**config.mk**
```make
export PLATFORM = sky130hd
export DESIGN_NAME = fmd_queue
export DESIGN_NICKNAME = d
export VERILOG_FILES = /design/src/sv/fmd_pkg.sv /design/src/sv/fmd_queue.sv
export SDC_FILE = /design/constraint.sdc
export NUM_CORES = 1
export LEC_CHECK = 0
export ABC_AREA = 1
export BUFFER_PORTS_ARGS = -buffer_cell sky130_fd_sc_hd__buf_4
export CAP_MARGIN = 30
export CORE_UTILIZATION = 30
export CTS_BUF_LIST = sky130_fd_sc_hd__clkbuf_4
export DETAILED_ROUTE_END_ITERATION = 6
export PLACE_DENSITY = 0.58
export SLEW_MARGIN = 20
export SYNTH_ARGS = -nofsm -noshare
export SYNTH_HDL_FRONTEND = slang
export SYNTH_SLANG_ARGS = --single-unit
```
**constraint.sdc**
```tcl
create_clock -name aclk -period 10.7 [get_ports aclk]
set_clock_uncertainty 0.05 [all_clocks]
set_input_delay 2.14 -clock aclk [delete_from_list [all_inputs] [get_ports aclk]]
set_output_delay 2.14 -clock aclk [all_outputs]
set_load 0.005 [all_outputs]
```
**src/sv/fmd_pkg.sv**
```systemverilog
package fmd_pkg;

    localparam int FRAC_BITS   = 16;
    localparam int GUARD_SHIFT = 14;
    localparam int QWIDTH      = 32 + FRAC_BITS;
    localparam int QDEPTH      = 4;

    typedef enum logic {
        MODE_MUL = 1'b0,
        MODE_DIV = 1'b1
    } mode_t;

    typedef struct packed {
        logic        mode;
        logic [31:0] lhs;
        logic [31:0] rhs;
    } in_item_t;

    typedef struct packed {
        logic [31:0] value;
        logic        saturated;
    } out_item_t;

    // Classified operation passed from the front end to the back end.
    typedef struct packed {
        logic        is_div;
        logic        sat;
        logic        neg;
        logic [31:0] op_a;
        logic [31:0] op_b;
        logic [31:0] sat_value;
    } op_t;

endpackage

```
**src/sv/fmd_queue.sv**
```systemverilog
module fmd_queue import fmd_pkg::*; (
    input  logic aclk,
    input  logic aresetn,
    input  logic wr_valid,
    output logic wr_ready,
    input  op_t  wr_data,
    output logic rd_valid,
    input  logic rd_ready,
    output op_t  rd_data
);

    localparam int AW = $clog2(QDEPTH);

    op_t           mem_reg [QDEPTH];
    logic [AW-1:0] wptr_reg;
    logic [AW-1:0] rptr_reg;
    logic [AW:0]   count_reg;
    logic          do_wr;
    logic          do_rd;

    assign wr_ready = (count_reg != (AW+1)'(QDEPTH));
    assign rd_valid = (count_reg != '0);
    assign rd_data  = mem_reg[rptr_reg];
    assign do_wr    = wr_valid && wr_ready;
    assign do_rd    = rd_valid && rd_ready;

    always_ff @(posedge aclk) begin
        if (!aresetn) begin
            wptr_reg  <= '0;
            rptr_reg  <= '0;
            count_reg <= '0;
        end else begin
            if (do_wr) begin
                wptr_reg <= wptr_reg + 1'b1;
            end
            if (do_rd) begin
                rptr_reg <= rptr_reg + 1'b1;
            end
            if (do_wr && !do_rd) begin
                count_reg <= count_reg + 1'b1;
            end else if (do_rd && !do_wr) begin
                count_reg <= count_reg - 1'b1;
            end
        end
        if (do_wr) begin
            mem_reg[wptr_reg] <= wr_data;
        end
    end

endmodule

```
; ---- Yosys cells after proc, flatten, opt, wreduce, memory -nomap -nowiden
; Memory sizes are Yosys's and may differ from the RTL's. A register that Yosys moved wholly into a read port is not among the register bits.
; Index checks and enable logic that the tools add are counted.
; Widths: inputs -> output; s select.
[totals]
ff_bits = 7
ram_bits = 396
mem_count = 1
[op_classes]
n_addsub = 4
n_eq_ne = 1
muxes = 6
reduce_logical = 8
[mem_list]
columns = memory, depth, width, rd, rd_clocked_by_memory_dff, write_ports, line
row1 = mem_reg, 4, 99, 1, 1, 1, fmd_queue.sv:14  ; op_t mem_reg [QDEPTH];
[op_table]
columns = operator, count
row1 = $mux 3, 2
row2 = $add 2x1->2 const B, 2
row3 = $logic_and 1x1->1, 4
row4 = $mux 2, 2
row5 = $add 3x1->3 const B, 1
row6 = $ne 3x3->1 const B, 1
row7 = $reduce_bool 3->1, 1
row8 = $sub 3x1->3 const B, 1
row9 = $logic_not 1->1, 2
row10 = $mux 1, 2
row11 = $reduce_bool 2->1, 1

; ---- Depth between registers and ports, before layout
; Gate-level depths: netlist of the first run.
[depth]
depth_word = 6
ltp_mapped = 13

; ---- Worst setup path before layout of the first run
; Ideal clock, no wire load.
[synth_timing]
kind = input port to flip-flop
start = in wr_valid
end = mem mem_reg[0][0] in the netlist's numbering, enable pin
t_arrival_ps = 6373
required_time_ps = 10092
setup_slack_ps = 3720
stages = 2
path_buffers = 0
path_cell_list = nand2_1 nor2_1
[synth_via]
elab_chain_cells = 3
[synth_rtl]
columns = item, line
row1 = from (decl), fmd_queue.sv:4  ; input logic wr_valid,
row2 = $logic_and 1x1->1, fmd_queue.sv:24  ; assign do_wr = wr_valid && wr_ready;
row3 = $mux 1, fmd_queue.sv:45  ; if (do_wr) begin
row4 = $mux 1 (not written as such), fmd_queue.sv:46  ; mem_reg[wptr_reg] <= wr_data;
row5 = to (decl), fmd_queue.sv:14
; Every way passes these cells.

==> metrics.txt, run 1 <==
Syn Nets=1134; Setup Total Neg Slack=0 ns; Syn Std Cell Area=15120 µm²; Startpoint Class=flop; Ys Warns=0; clock latency on the worst-skew pair=0.81 ns; via density per instance=4.588; nets=1397; Slew HR=38.51%; placed cells=approximately 1.8k; total grt overflow=0; Finished Layout Cells=2035; worst hold path class=flop to flop; first-pass GRT wire length=~52000 µm; die area=between 50000 and 60000 µm²; crit path kind=flop to output port; Setup Buffers After CTS=0; Synth Area per Inst=14.75 µm²; hold_buf cts=0; Core Rows=81; HPWL Detailed=18460 µm; worst hold start=rptr_reg[0]; number of enable flip-flop cells after synthesis=396; top_reg_cell synth=edfxtp_1; fillers=around 4.7k; CP Cell Sequence=inv_6 -> buf_4 -> buf_12 -> o21ai_0 -> o22ai_1 -> buf_4; starting density of the core=30.63%; Worst R2R Setup Slack=7.74 ns; Max-Cap Viols=0; Worst Hold Depth=2; Slowest cell on crit path=buf_4; top cell type's share of synthesized area=between 70% and 80%; Fmax achieved=between 150 and 200 MHz; Post-synth top cells=edfxtp_1, nor2_1, o21ai_0, o22ai_1, clkbuf_1; I/O pins=approximately 200; root buffer selected by CTS=clkbuf_4; DRC=0; Syn Inst Count=1025; IO buf count=203; Routed WL=around 35000 µm; Worst Path Arrival=3.33 ns; critical-path maximum fanout=roughly 100; RR Startpoint=count_reg[0]; hold worst-path end=rptr_reg[0]; maximum clock path buffer count=3; RePlAce Congestion=between 0.6 and 0.7; Slew @ Worst Pin=0.9224 ns; largest net degree at the start of global routing=102; max reg flops=396; post-synth cell types=21; endpoints failing hold=0; die height=around 230 µm; post-cts gate resize count=0; die width=226.5 µm; FF-to-FF path depth=6; antenna viol nets, final=0; Overall Power=4.334 mW; PwrDens=232.0 nW/µm²; total core area=49360 µm²; CP peak stage delay=0.60 ns; clk slew on worst S/H paths=0.06 ns; routed length per instance=17.02 µm; Leakage=6.576 nW; pins over their slew limit=0; worst r2r dst=mem_reg[1][82]; post-synthesis sequential area ratio=79.85%; Num CTS Buffers=between 100 and 150; # H-tree levels=3; Worst Path Required=roughly 8.5 ns; peak supply drop=roughly 110 µV; layout cells sized above 1=28.93%; CTS tree=done; area delta synth->final=23.61%; Final min period=5.517 ns; Yosys top cell by area=edfxtp_1; outcome=finished, final reports clean; CP Capture Type=output port; Setup violations, final=0; count leader, synth=edfxtp_1; RSZ-0062 raised after global routing=false; overall routing resource usage=13.53%; top post-synthesis cells by area=edfxtp_1, o21ai_0, nor2_1; Seq cells post-synth=405; Crit path top cell by count=buf_4; Starting DRT DRC Count=490; fin crit share=between 50% and 60%; drt pass-1 iters=5; vias in the first global route=9531; via count=just over 9k; clock sinks=approximately 410; initial antenna violation count=2; Post-synth ARST share=0%
## report_power, final
group	switching [mW]	internal, mW	total (mW)
registers	0.0638	1.93	1.99
clock network	0.604	0.734	1.34
logic	0.588	0.416	1.00
total	1.26	3.08	4.33
## placed cells by master (no fill, tap or decap), drive strengths merged
master | netlist | routed
edfxtp | 396 | 396
buf | 24 | 218
nor2 | 212 | 212
o21ai | 199 | 199
clkbuf | 40 | 162
o22ai | 99 | 99
clkinv | 1 | 24
inv | 15 | 16
nand2 | 15 | 15
dfxtp | 9 | 9
ha | 5 | 5
nand3 | 4 | 4
a21oi | 3 | 3
diode | 0 | 2
bufinv | 0 | 2
clkinvlp | 0 | 2
xor2 | 1 | 1
nand3b | 1 | 1
fa | 1 | 1
## metrics by stage
stage	setup WS (ns)	instance area (µm²)	util [%]	hold WS (ns)
2_1_floorplan	3.720	15120	-	0.4148
3_3_place_gp	5.906	17230	34.90	0.4283
3_5_place_dp	5.848	17230	34.90	0.4561
4_1_cts	4.866	18610	37.71	0.4659
5_1_grt	4.873	18690	37.86	0.4981
6_report	5.183	18690	37.86	0.4654
## per-layer routing
layer / track usage [%] / vias to the layer above / wire [µm]
met5: 0 / - / 17
met4: 5.929 / 2 / 601
met3: 5.650 / 51 / 3087
met2: 21.51 / 287 / 16420
met1: 15.99 / 4538 / 14510
li1: - / 4458 / -
## final cells by class
type / count / area [µm²] / share of cell area, %
Tap cell: 664 / 830.8 / 4.446
Antenna cell: 2 / 5.005 / 0.02678
Multi-Input combinational cell: 540 / 2631 / 14.08
Timing Repair Buffer: 218 / 1682 / 8.999
Inverter: 16 / 70.07 / 0.3750
Clock buffer: 162 / 1216 / 6.508
Sequential cell: 405 / 12080 / 64.64
Clock inverter: 28 / 172.7 / 0.9240
## worst max-delay path: cells and delay by family, from the launching register on
family                 cells  cell delay [ns]
AOI/OAI and AO/OA          2             0.34
DFF                        1             0.50
buffers and inverters      4             1.60
## worst max path at each step
stage	startpoint	slack, ns	end
after floorplan	wr_valid	3.72	mem_reg[0][0]
final	flop	5.18	rd_data[51]
after detailed placement	flop	5.85	rd_data[51]
after global routing	flop	4.87	rd_data[51]
after global placement	flop	5.91	rd_data[62]
after CTS	flop	4.87	rd_data[51]
## cell families (layout without fill, tap and decap cells)
| kind of cell | Yosys count | count (layout) | synth area share (%) |
|---|---|---|---|
| flip-flops | 405 | 405 | 79.85 |
| AO/OA/AOI/OAI | 301 | 301 | 10.78 |
| AND/OR/NAND/NOR | 232 | 232 | 5.819 |
| buffers and inverters | 80 | 424 | 2.938 |
| adder cells (fa/ha/maj) | 6 | 6 | 0.5463 |
| XOR/XNOR | 1 | 1 | 0.05795 |
| other | 0 | 2 | 0 |
No activity file was read; power rests on OpenSTA's default activity.
==> run 2: changes to the inputs <==
--- a/config.mk
+++ b/config.mk
@@ -11,7 +11,7 @@
 export CORE_UTILIZATION = 30
 export CTS_BUF_LIST = sky130_fd_sc_hd__clkbuf_4
 export DETAILED_ROUTE_END_ITERATION = 6
-export PLACE_DENSITY = 0.58
+export PLACE_DENSITY = 0.6
 export SLEW_MARGIN = 20
 export SYNTH_ARGS = -nofsm -noshare
 export SYNTH_HDL_FRONTEND = slang
==> constraint.sdc (replaced) <==
create_clock -name aclk -period 5.02 [get_ports aclk]
set_clock_uncertainty 0.05 [all_clocks]
set_input_delay 1.004 -clock aclk [delete_from_list [all_inputs] [get_ports aclk]]
set_output_delay 1.004 -clock aclk [all_outputs]
set_load 0.005 [all_outputs]
==> metrics.txt, run 2 (synthesis results as in run 1) <==
outcome=finished, final reports clean; Slew HR=between 30 and 40%; Starting DRT DRC Count=584; peak supply drop=275.1 µV; Final min period=4.131 ns; die width=226.5 µm; Core Rows=just over 80; NetSw=between 2 and 3 mW; Worst Path Arrival=3.08 ns; vias in the first global route=between 9k and 10k; via count=9358; Startpoint Class=flop; clock share of power=29.9%; Fmax achieved=242.1 MHz; initial antenna violation count=6; maximum clock path buffer count=3; crit path kind=flop to output port; Sw Ratio=~29%; fin area=18610 µm²; clk slew on worst S/H paths=about 0.070 ns; Setup violations, final=0; Num CTS Buffers=103; worst hold path class=input port to flop; total core area=49360 µm²; fin crit share=a little over 80%; critical-path maximum fanout=99; hold_buf cts=0; Slowest cell on crit path=clkinv_4; first-pass GRT wire length=~53000 µm; via density per instance=4.635; CP Cell Sequence=clkinv_4 -> o21ai_0 -> o22ai_1 -> buf_4; commonest non-fill, non-tap cell in the layout=edfxtp_1; starting density of the core=between 30% and 40%; Hold WS=0.3138 ns; largest net degree at the start of global routing=199; final setup margin=between 0.8 and 0.9 ns; root buffer selected by CTS=clkbuf_4; clock latency on the worst-skew pair=between 0.7 and 0.8 ns; endpoints failing hold=0; area delta synth->final=23.13%; total grt overflow=0; die height=approximately 230 µm; # H-tree levels=3; Seq pwr share=45.9%; layout cells sized above 1=28.29%; CP peak stage delay=0.78 ns; most frequent cells in the layout=edfxtp_1, nor2_1, buf_4; Slew @ Worst Pin=0.9312 ns; IO buf count=203; Worst R2R Setup Slack=about 2.7 ns; drt pass-1 iters=4; post-cts gate resize count=0; Overall Power=9.181 mW; CTS tree=done; pins over their slew limit=0; Leakage=between 6 and 7 nW; Routed WL=~36000 µm; CP Capture Type=output port; routed length per instance=17.72 µm; Logic pwr share=around a quarter; overall routing resource usage=13.87%; antenna viol nets, final=0; clock sinks=slightly above 400; DP Area=17310 µm²; HPWL Detailed=19160 µm; I/O pins=between 200 and 250; nets=1388; DRC=0; RSZ-0062 raised after global routing=false; DP Worst Slack=approximately 1.7 ns; Worst Path Required=3.97 ns; Setup Buffers After CTS=0; RePlAce Congestion=0.7038; die area=51290 µm²; Int Pwr=6.485 mW; max reg flops=396; Max-Cap Viols=0; PwrDens=493.2 nW/µm²
-- run 2: per-stage QoR --
step | util [%] | setup TNS, ns | cells
after floorplan | - | -326.47 | 1025
after global placement | 35.01 | 0 | 1837
after detailed placement | 35.06 | 0 | 1838
after CTS | 37.67 | 0 | 2011
after global routing | 37.70 | 0 | 2017
final | 37.71 | 0 | 2019
-- run 2: worst paths after layout --
check,from,cells past startpoint,endpoint
worst min register to register,rptr_reg[1],2,flop
worst max-delay path,flop,4,rd_data[27]
worst min-delay path,wr_data[64],1,mem_reg[3][64]
worst max register to register,count_reg[1],9,count_reg[1]
-- run 2: power by group through the flow --
stage | clock, mW | combinational [mW] | sequential [mW]
after global routing | 3.02 | 2.47 | 4.24
final | 2.74 | 2.23 | 4.21
after detailed placement | 0 | 2.28 | 4.29
after global placement | 0 | 2.24 | 4.27
after floorplan | 0 | 1.16 | 4.29
after CTS | 2.85 | 2.29 | 4.22
-- run 2: layer usage --
layer | vias to the layer above | part of all wire, % | GRT usage (%) | wire, µm
met5 | - | 0.073 | 0 | 26
met4 | 4 | 1.9 | 5.187 | 692
met3 | 62 | 9.2 | 6.103 | 3291
met2 | 281 | 46 | 21.01 | 16360
met1 | 4579 | 43 | 17.43 | 15390
li1 | 4432 | - | - | -
-- run 2: cell type report --
type / count / area (µm²)
repair buffers: 213 / 1694
clock buffers: 154 / 1156
inverters: 16 / 70.07
clock inverters: 19 / 132.6
multi-input cells: 540 / 2631
flip-flops and latches: 405 / 12080
well taps: 664 / 830.8
diodes: 8 / 20.02
fillers: 4806 / 30740
-- run 2: worst max-delay path, delay by kind of cell, from the launching register on --
kind / cells / cell delay (ns)
buffers and inverters: 2 / 0.96
flip-flops: 1 / 0.74
AO/OA/AOI/OAI: 2 / 0.47
