### src/sv/fmd_pkg.sv
package fmd_pkg;

    localparam int FRAC_BITS   = 16;
    localparam int GUARD_SHIFT = 14;
    localparam int QWIDTH      = 32 + FRAC_BITS;
    localparam int QDEPTH      = 4;

    typedef enum logic {
        MODE_MUL = 1'b0,
        MODE_DIV = 1'b1
    } mode_t;

    typedef struct packed {
        logic        mode;
        logic [31:0] lhs;
        logic [31:0] rhs;
    } in_item_t;

    typedef struct packed {
        logic [31:0] value;
        logic        saturated;
    } out_item_t;

    // Classified operation passed from the front end to the back end.
    typedef struct packed {
        logic        is_div;
        logic        sat;
        logic        neg;
        logic [31:0] op_a;
        logic [31:0] op_b;
        logic [31:0] sat_value;
    } op_t;

endpackage

### src/sv/fmd_front.sv
module fmd_front import fmd_pkg::*; (
    input  logic     aclk,
    input  logic     aresetn,
    input  logic     s_valid,
    output logic     s_ready,
    input  in_item_t s_data,
    output logic     op_valid,
    input  logic     op_ready,
    output op_t      op_data
);

    logic        valid_reg;
    op_t         op_reg;
    op_t         op_next;
    logic [31:0] mag_a;
    logic [31:0] mag_b;

    assign mag_a = s_data.lhs[31] ? (32'd0 - s_data.lhs) : s_data.lhs;
    assign mag_b = s_data.rhs[31] ? (32'd0 - s_data.rhs) : s_data.rhs;

    always_comb begin
        op_next.is_div = (s_data.mode == MODE_DIV);
        op_next.neg    = s_data.lhs[31] ^ s_data.rhs[31];
        op_next.sat    = op_next.is_div && ((mag_a >> GUARD_SHIFT) >= mag_b);
        op_next.sat_value = op_next.neg ? 32'h8000_0000 : 32'h7FFF_FFFF;
        if (op_next.is_div) begin
            op_next.op_a = mag_a;
            op_next.op_b = mag_b;
        end else begin
            op_next.op_a = s_data.lhs;
            op_next.op_b = s_data.rhs;
        end
    end

    assign s_ready  = !valid_reg || op_ready;
    assign op_valid = valid_reg;
    assign op_data  = op_reg;

    always_ff @(posedge aclk) begin
        if (!aresetn) begin
            valid_reg <= 1'b0;
        end else if (s_ready) begin
            valid_reg <= s_valid;
        end
        if (s_ready && s_valid) begin
            op_reg <= op_next;
        end
    end

endmodule

### config.mk
export PLATFORM = sky130hd
export DESIGN_NAME = fmd_front
export DESIGN_NICKNAME = d
export VERILOG_FILES = /design/src/sv/fmd_pkg.sv /design/src/sv/fmd_front.sv
export SDC_FILE = /design/constraint.sdc
export NUM_CORES = 1
export LEC_CHECK = 0
export BUFFER_PORTS_ARGS = -buffer_cell sky130_fd_sc_hd__buf_4
export CAP_MARGIN = 20
export CELL_PAD_IN_SITES_DETAIL_PLACEMENT = 0
export CELL_PAD_IN_SITES_GLOBAL_PLACEMENT = 1
export CORE_AREA = 4 4 114 116
export DETAILED_ROUTE_END_ITERATION = 6
export DIE_AREA = 0 0 118 120
export GPL_ROUTABILITY_DRIVEN = 0
export PLACE_DENSITY = 0.83
export SLEW_MARGIN = 10
export SYNTH_ARGS = -nofsm -noshare
export SYNTH_HDL_FRONTEND = slang
export SYNTH_SLANG_ARGS = --single-unit
### constraint.sdc
create_clock -name aclk -period 8 [get_ports aclk]
set_input_delay 1.6 -clock aclk [delete_from_list [all_inputs] [get_ports aclk]]
set_output_delay 1.6 -clock aclk [all_outputs]
set_load 0.02 [all_outputs]
# After elaboration in Yosys (flattened, before gate mapping)
# Index checks and enable logic that the tools add are counted.
[op_classes]
n_reduce_logical = 4
n_mux = 4
add_sub_neg = 2
shift = 0
n_bitwise = 1
div = 0
eq_ne = 0
order_cmp = 1
n_mul = 0
[op_table]
columns = ["cell", "n"]
rows = [
  ["32-bit 2-to-1 mux", 3],
  ["64-bit 2-to-1 mux", 1],
  ["1-bit by 32-bit subtractor with 32-bit output, first input constant", 2],
  ["18-bit by 32-bit greater-or-equal comparator with 1-bit output", 1],
  ["1-bit logical AND", 2],
  ["1-bit zero test", 1],
  ["1-bit logical OR", 1],
  ["1-bit XOR", 1],
]
[word_totals]
reg_bits = 100
rom_bits = 0
memories = 0
latchBits = 0
out_inout_bits = 101
word_cells = 19
ramBits = 0

# Depth between registers and ports, before layout
# Gate-level depths: netlist of run 1.
[depth]
depth_word = 4
ltp_mapped = 15
ltp_nobuf = 15

# Worst setup path before layout of run 1
# Ideal clock, no wire load.
[synth_path]
path_kind = "input to register"
start = "in s_data[48] (netlist bit)"
end = "reg op_reg (netlist bit op_data[97]), data pin"
stages = 14
setup_slack_ns = 3.247
t_arrival_ns = 4.490
n_path_buf = 0
path_cell_list = "or4_1 nor2_1 nand4_1 or3_1 or3_1 o31ai_1 xnor2_1 ha_1 a21oi_1 nor2b_1 o21ai_0 nand2_1 o211ai_1 nor4b_2"
[synth_rtl]
columns = ["element", "line", "rtl"]
rows = [
  ["start, declared", "fmd_front.sv:6", "input in_item_t s_data,"],
  ["end signal, assigned", "fmd_front.sv:46", "op_reg <= op_next;"],
  ["end, declared", "fmd_front.sv:13", "op_t op_reg;"],
]

==> results.cfg, run 1 <==
[logic_synthesis]
yosysMostFrequentCell = edfxtp_1
syn_nets = 584
ys.flop_type = edfxtp_1
async_reset_ff_share_pct = 0
synth_area_um2 = 4860
yosys_register_bits = 69
syn_area_per_cell_um2 = 9.82
synth-seq-area-share_pct = 42.4
yosysWarnings = 0
synthCells = 495
synth_area_leader_cell = edfxtp_1
yosysTopAreaCellShare_pct = 42.0
synthTopCellsByArea = edfxtp_1 42%, xnor2_1 10%, xor2_1 6.8%
synth_cell_type_count = 52
synth_edf_count = 68
synth_common_cells = 68 x edfxtp_1, 56 x xnor2_1, 55 x nand2_1, 38 x xor2_1, 37 x nor2_1

[cts]
clock_path_buffers = 2
cts_tree = yes
cts_hold_buf = 0
clk_latency_ns = 0.33
clock-sinks = 69
ctsResizeCount = 0
numCtsBuffers = 9
cts_max_level = 3
post_cts_buffers = 0
clk_pin_slew_ns = 0.06
cts-root-buf = clkbuf_16

[hold_path]
holdPathStages = 2
hold_path_class = register to register

[worst_setup_path]
cpPeakStageDelay_ns = 0.62
reg2reg_depth = 3
path_class = input pin to register
setup.worst_path.start_class = input pin
critical_path_arrival_ns = 5.26
required_ns = 8.15
critPathCaptureType = register
cp_cell_sequence = buf_4 -> or3_1 -> nor3_1 -> nand3_1 -> o31ai_1 -> o21ai_0 -> xor2_1 -> ha_1 -> o21a_1 -> o221ai_1 -> a2111oi_0 -> nand4_1 -> nor4b_2
cp_max_fo = 7
crit_cells = 13
critPathBufInv = 1
cpMaxStageDelayCell = o31ai_1
cpLargestDelayFamily = simple AND/OR/NAND/NOR gates
rrSetupSlack_ns = 6.37

[global_route]
grt_use_total_pct = 17.6
grt_max_degree = 69
antenna_found_initial = 0
grt_pass1_wl_um = 20000
grt_remaining_overflow = 0
grt_pass1_vias = 4096

[placed_design]
port_buffers = 169
place_inst = 760
dp.final_hpwl_um = 9730

[power]
pwr-share-comb_pct = 24.5
p_leak_nw = 2.55
power_density_nw_per_um2 = 184
power.switching_w = 0.000333
swShare_pct = 28.5
pwr-share-clk_pct = 37.2
p_int_w = 0.000834
p_seq_share_pct = 38.3
peakVddDrop_mv = 0.0951

[final_layout]
layout-drive-gt1-share_pct = 31.6
final_cells = 776
nFillCells = 1089
syn2layout_area_growth_pct = 30.3
nets = 713
n_antenna_cell = 0

[routing]
wl_um = 12800
ant_nets = 0
vias_per_cell = 5.35
drt_first_iter_violations = 214
firstDrtPassIters = 7
routedWlPerCell_um = 16.5
drc = 0
num_vias = 4154

[floorplanning]
io_pins = 170
initial_core_util_pct = 40.8
fp.dieW_um = 118
rows = 40
core_um2 = 11900
die_y_um = 120
dieArea_um2 = 14200

[sta]
timing.fmax_mhz = 196
tightest_slew_ns = 0.992
period_share_pct = 63.8
holdWs_ns = 0.546
hold_viol = 0
rsz0062_at_grt = no
setup_viol = 0
setup_tns_ns = 0
slew_headroom_pct = 33.6
skew_ns = 0.00818
min_period_ns = 5.10
slew_viol_final = 0

[run_status]
status = finished, final reports clean

[job]
maxCapViolations = 0
==> sequential cells by signal, summed over array words and instances (netlist names) <==
name      flops
op_data      68
op_valid      1
==> through the flow <==
stage | area, um^2 | util [%] | setup slack (ns) | total power (W)
2_1_floorplan | 4860 | - | 3.25 | 0.000631
3_3_place_gp | 6010 | 50.4 | 2.77 | 0.000737
3_5_place_dp | 6010 | 50.4 | 2.59 | 0.000743
4_1_cts | 6330 | 53.2 | 2.92 | 0.00118
5_1_grt | 6330 | 53.2 | 2.51 | 0.00123
6_report | 6330 | 53.2 | 2.90 | 0.00117
==> layout make-up <==
class	count	area (um^2)	area share, %
Clock buffer	9	225	3.56
Sequential cell	69	2060	32.6
Timing Repair Buffer	171	1280	20.3
Multi-Input combinational cell	362	2440	38.5
Tap cell	147	184	2.91
Inverter	11	41.3	0.652
Clock inverter	7	97.6	1.54
==> worst reg2reg max path, stage by stage, from the launching register on <==
cell      delay (ns)
dfxtp_1         0.31
nand2b_1        0.09
and2_2          0.14
buf_4           0.67
==> routing by layer <==
| metal | track usage (%) | part of all wire (%) | routed length, um |
|---|---|---|---|
| met4 | 7.55 | 2.2 | 282 |
| met2 | 30.2 | 50 | 6440 |
| met5 | 0 | 0 | 0 |
| met3 | 5.51 | 6.8 | 874 |
| met1 | 20.2 | 41 | 5180 |
==> power by group through the flow <==
stage | logic, W | clock network (W) | registers (W)
3_3_place_gp | 0.000283 | 0 | 0.000454
5_1_grt | 0.000313 | 0.000464 | 0.000450
6_report | 0.000286 | 0.000434 | 0.000447
4_1_cts | 0.000289 | 0.000442 | 0.000448
2_1_floorplan | 0.000141 | 0 | 0.000490
3_5_place_dp | 0.000288 | 0 | 0.000455
==> path summary, 6_finish.rpt <==
path,end,start
setup / recovery,op_data[97],s_data[42]
hold reg to reg,op_valid,op_valid
hold / removal,op_valid,op_valid
setup reg to reg,op_data[36],op_valid
==> cells in the final DEF, fill, tap and decap left out, types with 3 or more instances in the layout <==
cell,count
buf_4,171
edfxtp_1,68
xnor2_1,56
nand2_1,55
xor2_1,38
nor2_1,37
o21ai_0,23
ha_1,20
a21oi_1,17
or3_1,13
nor3_1,13
o31ai_1,13
nor4_1,12
or4_1,11
inv_1,10
clkbuf_16,9
nand4_1,5
or2_2,4
a31oi_1,4
o211ai_1,4
nand3_1,3
o41ai_1,3
o21a_1,3
==> logic make-up (layout without fill, tap and decap cells) <==
group	count (synthesis)	in the layout	share of synthesized area, %
AO/OA/AOI/OAI	77	77	9.96
multiplexers	2	2	0.438
buffers and inverters	64	198	7.44
XOR/XNOR	94	94	16.9
AND/OR/NAND/NOR	169	169	17.6
flip-flops	69	69	42.4
adder cells (fa/ha/maj)	20	20	5.15
(Power assumes the default switching activity.)
==> run 2, diff against run 1 <==
--- a/config.mk
+++ b/config.mk
@@ -5,15 +5,16 @@
 export SDC_FILE = /design/constraint.sdc
 export NUM_CORES = 1
 export LEC_CHECK = 0
+export ABC_AREA = 1
 export BUFFER_PORTS_ARGS = -buffer_cell sky130_fd_sc_hd__buf_4
 export CAP_MARGIN = 20
 export CELL_PAD_IN_SITES_DETAIL_PLACEMENT = 0
 export CELL_PAD_IN_SITES_GLOBAL_PLACEMENT = 1
-export CORE_AREA = 4 4 114 116
+export CORE_AREA = 4 4 125 127
 export DETAILED_ROUTE_END_ITERATION = 6
-export DIE_AREA = 0 0 118 120
+export DIE_AREA = 0 0 129 131
 export GPL_ROUTABILITY_DRIVEN = 0
-export PLACE_DENSITY = 0.83
+export PLACE_DENSITY = 0.78
 export SLEW_MARGIN = 10
 export SYNTH_ARGS = -nofsm -noshare
 export SYNTH_HDL_FRONTEND = slang
==> constraint.sdc (replaced) <==
create_clock -name aclk -period 5 [get_ports aclk]
set_input_delay 1 -clock aclk [delete_from_list [all_inputs] [get_ports aclk]]
set_output_delay 1 -clock aclk [all_outputs]
set_load 0.02 [all_outputs]
==> run 2 against run 1 <==
Non-clock buffer count fell by 1; via count grew 17%; critical path depth up 6; largest cell class unchanged.
==> results.cfg, run 2 <==
[run_status]
status = finished, final reports clean

[logic_synthesis]
synth_common_cells = 186 x nand2_1, 95 x nor2_1, 88 x inv_1, 68 x edfxtp_1, 56 x o21ai_0
synth-seq-area-share_pct = 38.9
synth_top_family_by_area = simple AND/OR/NAND/NOR gates
synth_area_um2 = 5300
syn_area_per_cell_um2 = 7.52
synthCells = 704
synth_cell_type_count = 38
synthMuxAreaShare_pct = 0
yosysWarnings = 0
yosys.area_share.simple_pct = 27.5
synthTopCellsByArea = edfxtp_1 39%, nand2_1 13%, nor2_1 6.7%
synth_xor_area_share_pct = 7.58
synth_edf_count = 68
synth_compound_area_share_pct = 9.31
yosys_register_bits = 69
async_reset_ff_share_pct = 0
yosys.area_share.adder_pct = 4.72
yosysTopAreaCellShare_pct = 38.6
synth_area_leader_cell = edfxtp_1
syn_nets = 793
yosysMostFrequentCell = nand2_1
ys.flop_type = edfxtp_1

[power]
p_seq_share_pct = 38.5
pwr-share-comb_pct = 26.7
swShare_pct = 31.1
p_leak_nw = 3.25
pwr-share-clk_pct = 34.7
peakVddDrop_mv = 0.132
power_density_nw_per_um2 = 272
power.switching_w = 0.000576
p_int_w = 0.00127

[sta]
holdWs_ns = 0.560
rsz0062_at_grt = no
min_period_ns = 3.37
hold_viol = 0
skew_ns = 0.00491
period_share_pct = 67.3
tightest_slew_ns = 0.887
timing.fmax_mhz = 297
setup_viol = 0
setup_tns_ns = 0
slew_viol_final = 0
slew_headroom_pct = 40.9

[cts]
cts_max_level = 3
clk_pin_slew_ns = 0.06
cts-root-buf = clkbuf_16
clock-sinks = 69
cts_hold_buf = 0
clk_latency_ns = 0.34
post_cts_buffers = 0
cts_tree = yes
numCtsBuffers = 9
ctsResizeCount = 0
clock_path_buffers = 2

[final_layout]
multi_input_area_um2 = 2610
seqCellArea_um2 = 2060
n_antenna_cell = 0
layout-drive-gt1-share_pct = 24.3
syn2layout_area_growth_pct = 28.7
nets = 927
largest_reg_flops = 68
nFillCells = 1426
final_common_cell = nand2_1
final_cell_mix = 186 x nand2_1, 170 x buf_4, 95 x nor2_1

[worst_setup_path]
setup.worst_path.start_class = input pin
critPathCaptureType = register
cp_max_fo = 4
path_class = input pin to register
required_ns = 5.20
critical_path_arrival_ns = 3.57

[floorplanning]
dieArea_um2 = 16900
initial_core_util_pct = 36.7
rows = 44
die_y_um = 131
io_pins = 170
core_um2 = 14400
fp.dieW_um = 129

[global_route]
antenna_found_initial = 0
grt_use_total_pct = 17.6
grt_remaining_overflow = 0
grt_max_degree = 75
grt_pass1_wl_um = 23100
grt_pass1_vias = 4552

[routing]
wl_um = 15000
routedWlPerCell_um = 14.6
firstDrtPassIters = 5
ant_nets = 0
drt_first_iter_violations = 340
num_vias = 4860
vias_per_cell = 4.73
drc = 0

[placed_design]
dp.final_hpwl_um = 11900
port_buffers = 169

[hold_path]
hold_path_class = register to register

[job]
maxCapViolations = 0
run 2: final timing paths:
path | from | end | slack, ns | cells past startpoint
min | op_valid | op_valid | 0.56 | 2
max reg2reg | op_valid | op_data[88] | 3.40 | 2
min reg2reg | op_valid | op_valid | 0.56 | 2
max | s_data[50] | op_data[97] | 1.63 | 19
run 2: logic make-up (layout without fill, tap and decap cells):
family,count (synthesis),count (layout)
AOI/OAI and AO/OA,89,89
xor gates and xnor gates,45,45
adders and majority gates,20,20
buffers and inverters,136,275
DFF,69,69
and+or+nand+nor,345,345
run 2: layout make-up:
class / count / area share, %
multi-input cells: 499 / 38.3
flip-flops and latches: 69 / 30.3
repair buffers: 170 / 18.7
inverters: 89 / 4.90
well taps: 184 / 3.38
clock buffers: 9 / 3.31
clock inverters: 7 / 1.10
run 2: power groups by stage:
stage | registers, W | logic, W | clock network [W]
global placement | 0.000724 | 0.000494 | 0
global route | 0.000718 | 0.000549 | 0.000686
CTS | 0.000714 | 0.000500 | 0.000660
finish | 0.000713 | 0.000495 | 0.000643
detailed placement | 0.000726 | 0.000497 | 0
floorplan | 0.000783 | 0.000256 | 0
run 2: per-stage QoR:
| step | area [um^2] | std cells | utilization [%] | setup slack (ns) | power (W) |
|---|---|---|---|---|---|
| after global routing | 6810 | 1027 | 47.2 | 1.33 | 0.00195 |
| after global placement | 6510 | 1011 | 45.2 | 1.39 | 0.00122 |
| after floorplan | 5300 | 704 | - | 0.147 | 0.00104 |
| after CTS | 6810 | 1027 | 47.2 | 1.67 | 0.00187 |
| after detailed placement | 6510 | 1011 | 45.2 | 1.32 | 0.00122 |
| final | 6810 | 1027 | 47.2 | 1.63 | 0.00185 |
run 2: routing by layer:
metal / vias to the layer above / wire, um / track usage (%)
li1: 2508 / - / -
met1: 2181 / 7050 / 24.3
met2: 153 / 6640 / 27.3
met3: 18 / 1040 / 3.90
met4: 0 / 253 / 6.11
met5: - / 0 / 0
run 2: worst max-delay path, stage by stage:
cell and delay [ns]:
buf_4 0.11, nor2_1 0.23, nand3_1 0.17, nor2_1 0.14, inv_1 0.05, nor3b_1 0.28
xor2_1 0.23, a21boi_0 0.12, ha_1 0.28, nand2_1 0.06, nor2_1 0.19, nand3_1 0.12
a21oi_1 0.15, nor2_1 0.06, nand2_1 0.05, a21boi_0 0.08, nor2_1 0.10, nand2_1 0.06
nor2_1 0.10
